$ cat config.mk
export PLATFORM = sky130hd
export DESIGN_NAME = mean_pool_logistic_classifier_unit_flat
export DESIGN_NICKNAME = d
export VERILOG_FILES = /design/src/design/mplc_pkg.sv /design/src/design/mplc_ifs.sv /design/src/design/mplc_mult.sv /design/src/design/mplc_divider.sv /design/src/design/mean_pool_logistic_classifier_unit.sv /design/src/flat_wrapper.sv
export SDC_FILE = /design/constraint.sdc
export NUM_CORES = 2
export LEC_CHECK = 0
export BUFFER_PORTS_ARGS = -buffer_cell sky130_fd_sc_hd__buf_4
export CAP_MARGIN = 20
export CORE_ASPECT_RATIO = 1.75
export CORE_MARGIN = 3
export CORE_UTILIZATION = 37
export CTS_CLUSTER_SIZE = 16
export DETAILED_ROUTE_END_ITERATION = 12
export PLACE_DENSITY = 0.53
export SKIP_CTS_REPAIR_TIMING = 1
export SYNTH_ARGS = -nofsm -noshare
export SYNTH_HDL_FRONTEND = slang
export SYNTH_HIERARCHICAL = 1
export SYNTH_SLANG_ARGS = --single-unit
$ cat constraint.sdc
create_clock -name i_clk -period 33.5 [get_ports i_clk]
set_clock_uncertainty 0.2 [all_clocks]
set_input_delay 3.35 -clock i_clk [delete_from_list [all_inputs] [get_ports i_clk]]
set_output_delay 3.35 -clock i_clk [all_outputs]
set_load 0.02 [all_outputs]
$ cat src/design/mplc_pkg.sv
`timescale 1ns / 1ps
// ----------------------------------------------------------------------------
// mplc_pkg
// Shared widths, constants, band weights and sigmoid table for the
// mean-pool logistic classifier.
// ----------------------------------------------------------------------------
package mplc_pkg;

    localparam int BANDS_DEF      = 40;
    localparam int MAX_FRAMES_DEF = 255;

    localparam int FEAT_W   = 16;
    localparam int PROD_W   = 32;
    localparam int SUM_W    = 48;
    localparam int BAND_W   = 6;
    localparam int FRAME_W  = 8;
    localparam int DIVD_W   = 49;
    localparam int DIVS_W   = 12;
    localparam int SCORE_W  = 32;
    localparam int PROB_W   = 16;
    localparam int SIG_W    = 17;
    localparam int FRAC_W   = 14;
    localparam int SIG_STEPS = 48;

    localparam logic signed [SCORE_W-1:0] BIAS_Q16 = -32'sd2087193;

    typedef struct packed {
        logic busy;
        logic done;
    } t_div_status;

    function automatic logic signed [FEAT_W-1:0] band_weight(input logic [BAND_W-1:0] b);
        logic signed [FEAT_W-1:0] w;
        case (b)
            6'd0:  w = -16'sd3551;
            6'd1:  w = -16'sd1818;
            6'd2:  w =  16'sd3257;
            6'd3:  w =  16'sd3836;
            6'd4:  w = -16'sd3446;
            6'd5:  w = -16'sd4305;
            6'd6:  w =  16'sd1438;
            6'd7:  w = -16'sd231;
            6'd8:  w =  16'sd4951;
            6'd9:  w =  16'sd2392;
            6'd10: w = -16'sd1812;
            6'd11: w = -16'sd4330;
            6'd12: w =  16'sd1121;
            6'd13: w =  16'sd2529;
            6'd14: w =  16'sd3200;
            6'd15: w =  16'sd1171;
            6'd16: w =  16'sd560;
            6'd17: w = -16'sd684;
            6'd18: w =  16'sd3220;
            6'd19: w =  16'sd372;
            6'd20: w =  16'sd2966;
            6'd21: w =  16'sd1024;
            6'd22: w =  16'sd2515;
            6'd23: w = -16'sd404;
            6'd24: w =  16'sd6484;
            6'd25: w =  16'sd5427;
            6'd26: w =  16'sd3598;
            6'd27: w = -16'sd12094;
            6'd28: w = -16'sd8520;
            6'd29: w = -16'sd8694;
            6'd30: w =  16'sd75;
            6'd31: w =  16'sd1354;
            6'd32: w = -16'sd2965;
            6'd33: w = -16'sd4437;
            6'd34: w =  16'sd4055;
            6'd35: w =  16'sd1347;
            6'd36: w = -16'sd589;
            6'd37: w = -16'sd432;
            6'd38: w =  16'sd6369;
            6'd39: w =  16'sd9520;
            default: w = '0;
        endcase
        return w;
    endfunction

    function automatic logic [SIG_W-1:0] sig_lut(input logic [BAND_W-1:0] k);
        logic [SIG_W-1:0] v;
        case (k)
            6'd0:  v = 17'd32768;
            6'd1:  v = 17'd36843;
            6'd2:  v = 17'd40793;
            6'd3:  v = 17'd44511;
            6'd4:  v = 17'd47911;
            6'd5:  v = 17'd50941;
            6'd6:  v = 17'd53581;
            6'd7:  v = 17'd55834;
            6'd8:  v = 17'd57724;
            6'd9:  v = 17'd59287;
            6'd10: v = 17'd60565;
            6'd11: v = 17'd61598;
            6'd12: v = 17'd62428;
            6'd13: v = 17'd63090;
            6'd14: v = 17'd63615;
            6'd15: v = 17'd64030;
            6'd16: v = 17'd64357;
            6'd17: v = 17'd64614;
            6'd18: v = 17'd64816;
            6'd19: v = 17'd64974;
            6'd20: v = 17'd65097;
            6'd21: v = 17'd65194;
            6'd22: v = 17'd65269;
            6'd23: v = 17'd65328;
            6'd24: v = 17'd65374;
            6'd25: v = 17'd65410;
            6'd26: v = 17'd65438;
            6'd27: v = 17'd65459;
            6'd28: v = 17'd65476;
            6'd29: v = 17'd65489;
            6'd30: v = 17'd65500;
            6'd31: v = 17'd65508;
            6'd32: v = 17'd65514;
            6'd33: v = 17'd65519;
            6'd34: v = 17'd65523;
            6'd35: v = 17'd65526;
            6'd36: v = 17'd65528;
            6'd37: v = 17'd65530;
            6'd38: v = 17'd65531;
            6'd39: v = 17'd65532;
            6'd40: v = 17'd65533;
            6'd41: v = 17'd65534;
            6'd42: v = 17'd65534;
            6'd43: v = 17'd65535;
            6'd44: v = 17'd65535;
            6'd45: v = 17'd65535;
            6'd46: v = 17'd65535;
            default: v = 17'd65536;
        endcase
        return v;
    endfunction

endpackage

$ cat src/design/mplc_ifs.sv
`timescale 1ns / 1ps
// ----------------------------------------------------------------------------
// mplc_ifs
// Valid/ready channels of the classifier: feature input and result output.
// ----------------------------------------------------------------------------
interface mplc_feature_if;
    logic               valid;
    logic               ready;
    logic signed [15:0] feature;
    logic               last;

    modport source (output valid, output feature, output last, input ready);
    modport sink   (input valid, input feature, input last, output ready);
endinterface

interface mplc_result_if;
    logic               valid;
    logic               ready;
    logic signed [31:0] score;
    logic        [15:0] probability;

    modport source (output valid, output score, output probability, input ready);
    modport sink   (input valid, input score, input probability, output ready);
endinterface

$ cat src/design/mplc_mult.sv
`timescale 1ns / 1ps
// ----------------------------------------------------------------------------
// mplc_mult
// Shared signed 16x16 multiplier with registered product, used for the
// band weighting and for the sigmoid interpolation.
// ----------------------------------------------------------------------------
module mplc_mult
    import mplc_pkg::*;
(
    input  logic                     i_clk,
    input  logic                     i_en,
    input  logic signed [FEAT_W-1:0] i_a,
    input  logic signed [FEAT_W-1:0] i_b,
    output logic signed [PROD_W-1:0] o_p
);

    logic signed [PROD_W-1:0] r_p;

    always_ff @(posedge i_clk) begin
        if (i_en) begin
            r_p <= i_a * i_b;
        end
    end

    assign o_p = r_p;

endmodule

$ cat src/design/mplc_divider.sv
`timescale 1ns / 1ps
// ----------------------------------------------------------------------------
// mplc_divider
// Restoring divider, one quotient bit per cycle, for the mean over frames.
// ----------------------------------------------------------------------------
module mplc_divider
    import mplc_pkg::*;
(
    input  logic              i_clk,
    input  logic              i_rst_n,
    input  logic              i_start,
    input  logic [DIVD_W-1:0] i_dividend,
    input  logic [DIVS_W-1:0] i_divisor,
    output t_div_status       o_status,
    output logic [DIVD_W-1:0] o_quotient
);

    localparam int CNT_W = $clog2(DIVD_W);

    logic              r_busy;
    logic              r_done;
    logic [CNT_W-1:0]  r_cnt;
    logic [DIVS_W-1:0] r_rem;
    logic [DIVS_W-1:0] r_div;
    logic [DIVD_W-1:0] r_quo;

    logic [DIVS_W:0]   w_trial;
    logic              w_ge;
    logic [DIVS_W:0]   w_diff;

    assign w_trial = {r_rem, r_quo[DIVD_W-1]};
    assign w_ge    = (w_trial >= {1'b0, r_div});
    assign w_diff  = w_trial - {1'b0, r_div};

    always_ff @(posedge i_clk) begin
        if (!i_rst_n) begin
            r_busy <= 1'b0;
            r_done <= 1'b0;
            r_cnt  <= '0;
        end else begin
            r_done <= 1'b0;
            if (i_start) begin
                r_busy <= 1'b1;
                r_cnt  <= '0;
                r_rem  <= '0;
                r_div  <= i_divisor;
                r_quo  <= i_dividend;
            end else if (r_busy) begin
                r_rem <= w_ge ? w_diff[DIVS_W-1:0] : w_trial[DIVS_W-1:0];
                r_quo <= {r_quo[DIVD_W-2:0], w_ge};
                r_cnt <= r_cnt + 1'b1;
                if (r_cnt == CNT_W'(DIVD_W - 1)) begin
                    r_busy <= 1'b0;
                    r_done <= 1'b1;
                end
            end
        end
    end

    assign o_status.busy = r_busy;
    assign o_status.done = r_done;
    assign o_quotient    = r_quo;

endmodule

$ cat src/design/mean_pool_logistic_classifier_unit.sv
`timescale 1ns / 1ps
// ----------------------------------------------------------------------------
// mean_pool_logistic_classifier_unit
// Logistic-regression clip scorer over mean-pooled mel-band features.
// ----------------------------------------------------------------------------
// i_in carries one Q7.8 band value per transaction, BANDS values per frame in
// band order, with last set on the final value of a clip. Each value is
// weighted by the shared multiplier and added to a 48-bit sum; i_in is
// ready only in the idle state, so no new value is taken while one is added.
// On a last value the sum is divided by the frame count in a bit-serial
// divider (one quotient bit at a time), the bias is added and the
// sigmoid is interpolated from a table using the same multiplier. o_out
// shows score (Q15.16) and probability (Q0.16) once the sigmoid is done;
// i_in is held off from the last value until that result is registered.
// A finished result sits in the o_out register; the block takes new values
// while it waits, and only holds at the end of the next clip if the
// receiver still stalls o_out. Values past MAX_FRAMES frames are dropped.
// Synchronous reset clears the sum, counters and o_out valid.
// ----------------------------------------------------------------------------
module mean_pool_logistic_classifier_unit
    import mplc_pkg::*;
#(
    parameter int BANDS      = BANDS_DEF,
    parameter int MAX_FRAMES = MAX_FRAMES_DEF
) (
    input  logic          i_clk,
    input  logic          i_rst_n,
    mplc_feature_if.sink  i_in,
    mplc_result_if.source o_out
);

    typedef enum logic [2:0] {
        S_IDLE,
        S_ACC,
        S_PREP,
        S_DIV,
        S_SCORE,
        S_SIGM,
        S_SIGF
    } t_state;

    localparam logic signed [50:0] SAT_HI = 51'sh0_0000_7FFF_FFFF;
    localparam logic signed [50:0] SAT_LO = {{20{1'b1}}, 31'd0};

    t_state                     r_state;
    logic signed [SUM_W-1:0]    r_sum;
    logic [BAND_W-1:0]          r_bp;
    logic [FRAME_W-1:0]         r_frames;
    logic                       r_last;
    logic                       r_neg;
    logic signed [SCORE_W-1:0]  r_score;
    logic                       r_out_valid;
    logic signed [SCORE_W-1:0]  r_out_score;
    logic [PROB_W-1:0]          r_out_prob;

    logic                       w_accept;
    logic                       w_mul_en;
    logic signed [FEAT_W-1:0]   w_mul_a;
    logic signed [FEAT_W-1:0]   w_mul_b;
    logic signed [PROD_W-1:0]   w_prod;

    logic [FRAME_W:0]           w_frames;
    logic [FRAME_W-1:0]         w_frames_g;
    logic [SUM_W-1:0]           w_mag;
    logic [DIVD_W-1:0]          w_dividend;
    logic [DIVS_W-1:0]          w_divisor;
    logic                       w_div_start;
    t_div_status                w_div_status;
    logic [DIVD_W-1:0]          w_quo;

    logic signed [50:0]         w_q_s;
    logic signed [50:0]         w_total;
    logic signed [SCORE_W-1:0]  w_sat;

    logic [SCORE_W-1:0]         w_abs;
    logic                       w_big;
    logic [BAND_W-1:0]          w_idx;
    logic [SIG_W-1:0]           w_lo;
    logic [SIG_W-1:0]           w_hi;
    logic [SIG_W-1:0]           w_dlt;
    logic [PROD_W-1:0]          w_rnd;
    logic [SIG_W-1:0]           w_v;
    logic [PROB_W-1:0]          w_prob;

    assign w_accept = i_in.valid && i_in.ready;

    // weighting and sigmoid interpolation share the multiplier
    assign w_mul_en = w_accept || ((r_state == S_SIGM) && !w_big);
    assign w_mul_a  = (r_state == S_IDLE) ? i_in.feature : w_dlt[FEAT_W-1:0];
    assign w_mul_b  = (r_state == S_IDLE) ? band_weight(r_bp)
                                          : {2'b00, w_abs[FRAC_W-1:0]};

    mplc_mult u_mult (
        .i_clk (i_clk),
        .i_en  (w_mul_en),
        .i_a   (w_mul_a),
        .i_b   (w_mul_b),
        .o_p   (w_prod)
    );

    // frame count, a partial final frame counts whole
    assign w_frames   = {1'b0, r_frames} + {{FRAME_W{1'b0}}, (r_bp != '0)};
    assign w_frames_g = (w_frames == '0) ? FRAME_W'(1) : w_frames[FRAME_W-1:0];
    assign w_mag      = r_sum[SUM_W-1] ? SUM_W'(-r_sum) : r_sum;
    assign w_divisor  = {w_frames_g, 4'b0000};
    assign w_dividend = {1'b0, w_mag} + {{(DIVD_W-FRAME_W-3){1'b0}}, w_frames_g, 3'b000};
    assign w_div_start = (r_state == S_PREP);

    mplc_divider u_divider (
        .i_clk      (i_clk),
        .i_rst_n    (i_rst_n),
        .i_start    (w_div_start),
        .i_dividend (w_dividend),
        .i_divisor  (w_divisor),
        .o_status   (w_div_status),
        .o_quotient (w_quo)
    );

    // signed mean plus bias, saturated
    assign w_q_s   = r_neg ? -$signed({2'b00, w_quo}) : $signed({2'b00, w_quo});
    assign w_total = w_q_s + {{19{BIAS_Q16[SCORE_W-1]}}, BIAS_Q16};
    assign w_sat   = (w_total > SAT_HI) ? SCORE_W'(SAT_HI) :
                     (w_total < SAT_LO) ? SCORE_W'(SAT_LO) : w_total[SCORE_W-1:0];

    // sigmoid by table and linear interpolation
    assign w_abs = r_score[SCORE_W-1] ? SCORE_W'(-r_score) : r_score;
    assign w_big = (w_abs[SCORE_W-1:FRAC_W] >= (SCORE_W-FRAC_W)'(SIG_STEPS));
    assign w_idx = w_abs[FRAC_W+BAND_W-1:FRAC_W];
    assign w_lo  = sig_lut(w_idx);
    assign w_hi  = sig_lut(w_idx + 1'b1);
    assign w_dlt = w_hi - w_lo;
    assign w_rnd = w_prod + PROD_W'(8192);
    assign w_v   = w_big ? SIG_W'(65536) : (w_lo + w_rnd[FRAC_W+SIG_W-1:FRAC_W]);
    always_comb begin
        logic [SIG_W-1:0] neg_v;
        neg_v = SIG_W'(65536) - w_v;
        if (!r_score[SCORE_W-1]) begin
            w_prob = w_v[SIG_W-1] ? {PROB_W{1'b1}} : w_v[PROB_W-1:0];
        end else begin
            w_prob = neg_v[PROB_W-1:0];
        end
    end

    always_ff @(posedge i_clk) begin
        if (!i_rst_n) begin
            r_state     <= S_IDLE;
            r_sum       <= '0;
            r_bp        <= '0;
            r_frames    <= '0;
            r_out_valid <= 1'b0;
        end else begin
            if (o_out.ready && (r_state != S_SIGF)) begin
                r_out_valid <= 1'b0;
            end
            case (r_state)
                S_IDLE: begin
                    if (w_accept) begin
                        r_last  <= i_in.last;
                        r_state <= S_ACC;
                    end
                end
                S_ACC: begin
                    if (r_frames < FRAME_W'(MAX_FRAMES)) begin
                        r_sum <= r_sum + SUM_W'(w_prod);
                        if (r_bp == BAND_W'(BANDS - 1)) begin
                            r_bp     <= '0;
                            r_frames <= r_frames + 1'b1;
                        end else begin
                            r_bp <= r_bp + 1'b1;
                        end
                    end
                    r_state <= r_last ? S_PREP : S_IDLE;
                end
                S_PREP: begin
                    r_neg   <= r_sum[SUM_W-1];
                    r_state <= S_DIV;
                end
                S_DIV: begin
                    if (w_div_status.done) begin
                        r_state <= S_SCORE;
                    end
                end
                S_SCORE: begin
                    r_score <= w_sat;
                    r_state <= S_SIGM;
                end
                S_SIGM: begin
                    r_state <= S_SIGF;
                end
                S_SIGF: begin
                    if (!r_out_valid || o_out.ready) begin
                        r_out_valid <= 1'b1;
                        r_out_score <= r_score;
                        r_out_prob  <= w_prob;
                        r_sum       <= '0;
                        r_bp        <= '0;
                        r_frames    <= '0;
                        r_state     <= S_IDLE;
                    end
                end
                default: begin
                    r_state <= S_IDLE;
                end
            endcase
        end
    end

    assign i_in.ready        = (r_state == S_IDLE);
    assign o_out.valid       = r_out_valid;
    assign o_out.score       = r_out_score;
    assign o_out.probability = r_out_prob;

    // divider only runs while the sequencer waits on it
    a_div_in_div: assert property (@(posedge i_clk) disable iff (!i_rst_n)
        w_div_status.busy |-> (r_state == S_DIV))
        else $error("divider busy outside divide state");

    // a new result only comes from the final sigmoid step
    a_out_source: assert property (@(posedge i_clk) disable iff (!i_rst_n)
        $rose(r_out_valid) |-> ($past(r_state) == S_SIGF))
        else $error("result raised outside sigmoid step");

    // band and frame counters stay in range
    a_counters: assert property (@(posedge i_clk) disable iff (!i_rst_n)
        (r_bp <= BAND_W'(BANDS - 1)) && (r_frames <= FRAME_W'(MAX_FRAMES)))
        else $error("band or frame counter out of range");

endmodule

$ cat src/flat_wrapper.sv
// flat-port wrapper written by rule: the top's interface ports become plain ports
module mean_pool_logistic_classifier_unit_flat import mplc_pkg::*;
#(
    parameter int BANDS      = BANDS_DEF,
    parameter int MAX_FRAMES = MAX_FRAMES_DEF
)
  (i_clk, i_rst_n, i_in_valid, i_in_feature, i_in_last, i_in_ready, o_out_valid, o_out_score, o_out_probability, o_out_ready);
  mplc_feature_if i_in_i ();
  mplc_result_if o_out_i ();
  input  logic i_clk;
  input  logic i_rst_n;
  input wire logic [$bits(i_in_i.valid)-1:0] i_in_valid;
  input wire logic [$bits(i_in_i.feature)-1:0] i_in_feature;
  input wire logic [$bits(i_in_i.last)-1:0] i_in_last;
  output wire logic [$bits(i_in_i.ready)-1:0] i_in_ready;
  output wire logic [$bits(o_out_i.valid)-1:0] o_out_valid;
  output wire logic [$bits(o_out_i.score)-1:0] o_out_score;
  output wire logic [$bits(o_out_i.probability)-1:0] o_out_probability;
  input wire logic [$bits(o_out_i.ready)-1:0] o_out_ready;
  assign i_in_i.valid = i_in_valid;
  assign i_in_i.feature = i_in_feature;
  assign i_in_i.last = i_in_last;
  assign i_in_ready = i_in_i.ready;
  assign o_out_valid = o_out_i.valid;
  assign o_out_score = o_out_i.score;
  assign o_out_probability = o_out_i.probability;
  assign o_out_i.ready = o_out_ready;
  mean_pool_logistic_classifier_unit #(.BANDS(BANDS), .MAX_FRAMES(MAX_FRAMES)) u_core (.i_clk(i_clk), .i_rst_n(i_rst_n), .i_in(i_in_i), .o_out(o_out_i));
endmodule
==> impl_results.md <==
* Commonest non-fill, non-tap cells in the layout: inv_1 (438), nand2_1 (422), fa_1 (267)
* Final WL at about 110000 um
* Initial Util at 37.4%
* Nets at around 4600
* Power per cell area at approximately 110 nW/um2
* Setup WS pre-CTS at around 20000 ps
* # DRC at 0
* Layout cells sized above 1 at 8.14%
* Placement Cell Area at 36600 um2
* Root Buffer: clkbuf_16
* Worst Slack Setup Final at 19450 ps
* Die Width at 238 um
* Final ANT Viol Nets at 0
* Max cap viols at 0
* Synth Warn # at 6
* Mapped Area at 34800 um2
* Area delta synth->final at 7.44%
* CP Max Fanout at about 40
* Hold Crit Class: register to register
* Cell mode on critical path: inv_1
* Worst hold path cell count at 2
* Clock tree buffer depth at 3
* CP max-delay cell: ha_1
* Reg2Reg Depth at 49
* Htree depth at 1
* Outcome: finished clean
* Placer Congestion at 0.927
* Post-placement cell count at 5278
* Vias in the first global route at 30540
* Worst Path Class, Setup: register to register
* Leak pwr at ~15 nW
* Drt via density at 5.58
* # setup viols final at 0
* First-pass detailed-route iteration total at 5
* Port Buffer Count at 70
* Final Instance Area at between 30000 and 40000 um2
* Largest net degree at the start of global routing at 72
* CP startpoint kind: register
* Rows at 148
* FILL cells at 9522
* Avg Inst Size Synth at 8.38 um2
* Post-DP HPWL at 86900 um
* Setup TNS at 0 ps
* Core area at about 93000 um2
* Clk_lat worst skew at 580 ps
* Vias at between 20000 and 30000
* Reg2reg setup slack at about 19000 ps
* First-pass GRT wire length at 171000 um
* Slew margin rel. at 24.6%
* CTS Buf Count at 27
* Final antenna diode count at 0
* Die Y at 412 um
* Clk pin slew, worst setup/hold paths at 70 ps
* Most common cell after layout, fill and taps aside: inv_1
* Gr usage total at 22.0%
* Worst slew pin tran at roughly 1100 ps
* Final worst-path cycle share at a little over two fifths
* Final Total Pwr at 4.00 mW
* Crit path required time at 33610 ps
* Post-Syn Instances at 4158
* Max Slew Vio Count at 0
* Clock period minus worst slack at 14050 ps
* Initial antenna violation count at 0
* Die Area at 98000 um2
* Fmax at 0.0712 GHz
* Crit end category: register
* DRT iter0 DRCs at 1769
* Total gr overflow at 0
* Hold Vio Cnt, Final at 0
* Fin cells at 5328
* Worst vdd ir at 0.128 mV
* Clock Sinks at 276
* Crit path arrival time at 14160 ps
* CP peak stage delay at between 700 and 800 ps
* Drt wl/cell at 20.5 um
* Unrepaired setup endpoints after global routing: no
* I/O Pins at 71
* CTS tree: yes
critical path: cells and delay by family (launching register included):
family / cells / cell delay [ps]
AND/OR/NAND/NOR: 5 / 1710
adder cells (fa/ha/maj): 10 / 4970
XOR/XNOR: 3 / 390
flip-flops: 1 / 460
buffers and inverters: 10 / 1850
AO/OA/AOI/OAI: 21 / 4200
per-layer routing:
layer  GRT usage, %  share of wire [%]  vias up
met3           1.52                2.7      222
met2           44.4                 56      659
li1               -                  -    14341
met1           22.6                 36    14513
met4           10.7                5.3        0
met5              0                  0        -
stage by stage:
step	hold slack (ps)	util [%]
2_1_floorplan	206	-
3_3_place_gp	262	39.3
3_5_place_dp	277	39.3
4_1_cts	305	40.2
5_1_grt	324	40.2
6_report	298	40.2
power by group:
part / internal (mW) / switching (mW)
Clock: 0.156 / 0.139
Sequential: 0.540 / 0.0531
Combinational: 1.32 / 1.80
Total: 2.01 / 1.99
cell type report:
| type | count | area (um2) | area share (%) |
|---|---|---|---|
| multi-input cells | 3220 | 25000 | 66.8 |
| flip-flops and latches | 276 | 7400 | 19.8 |
| inverters | 444 | 1670 | 4.45 |
| well taps | 1200 | 1500 | 4.01 |
| repair buffers | 138 | 1040 | 2.77 |
| clock buffers | 39 | 751 | 2.01 |
| clock inverters | 11 | 63.8 | 0.170 |
worst paths after layout:
| check | startpoint | to |
|---|---|---|
| max | u_core/r_score[3] | u_core/u_mult/o_p[30] |
| min | u_core/u_divider/r_cnt[5] | u_core/u_divider/r_cnt[5] |
| max reg2reg | u_core/r_score[3] | u_core/u_mult/o_p[30] |
| min reg2reg | u_core/u_divider/r_cnt[5] | u_core/u_divider/r_cnt[5] |
sequential cells by signal, indices dropped and copies added, names as in the netlist, named ones only:
register / flops
u_core/o_out.probability: 16
u_core/o_out.score: 32
u_core/o_out.valid: 1
u_core/r_bp: 6
u_core/r_frames: 8
u_core/r_last: 1
u_core/r_neg: 1
u_core/r_score: 32
u_core/r_state: 3
u_core/r_sum: 48
u_core/u_divider/o_quotient: 49
u_core/u_divider/r_busy: 1
u_core/u_divider/r_cnt: 6
u_core/u_divider/r_div: 12
u_core/u_divider/r_done: 1
u_core/u_divider/r_rem: 12
u_core/u_mult/o_p: 32
No activity file was read; power rests on OpenSTA's default activity.
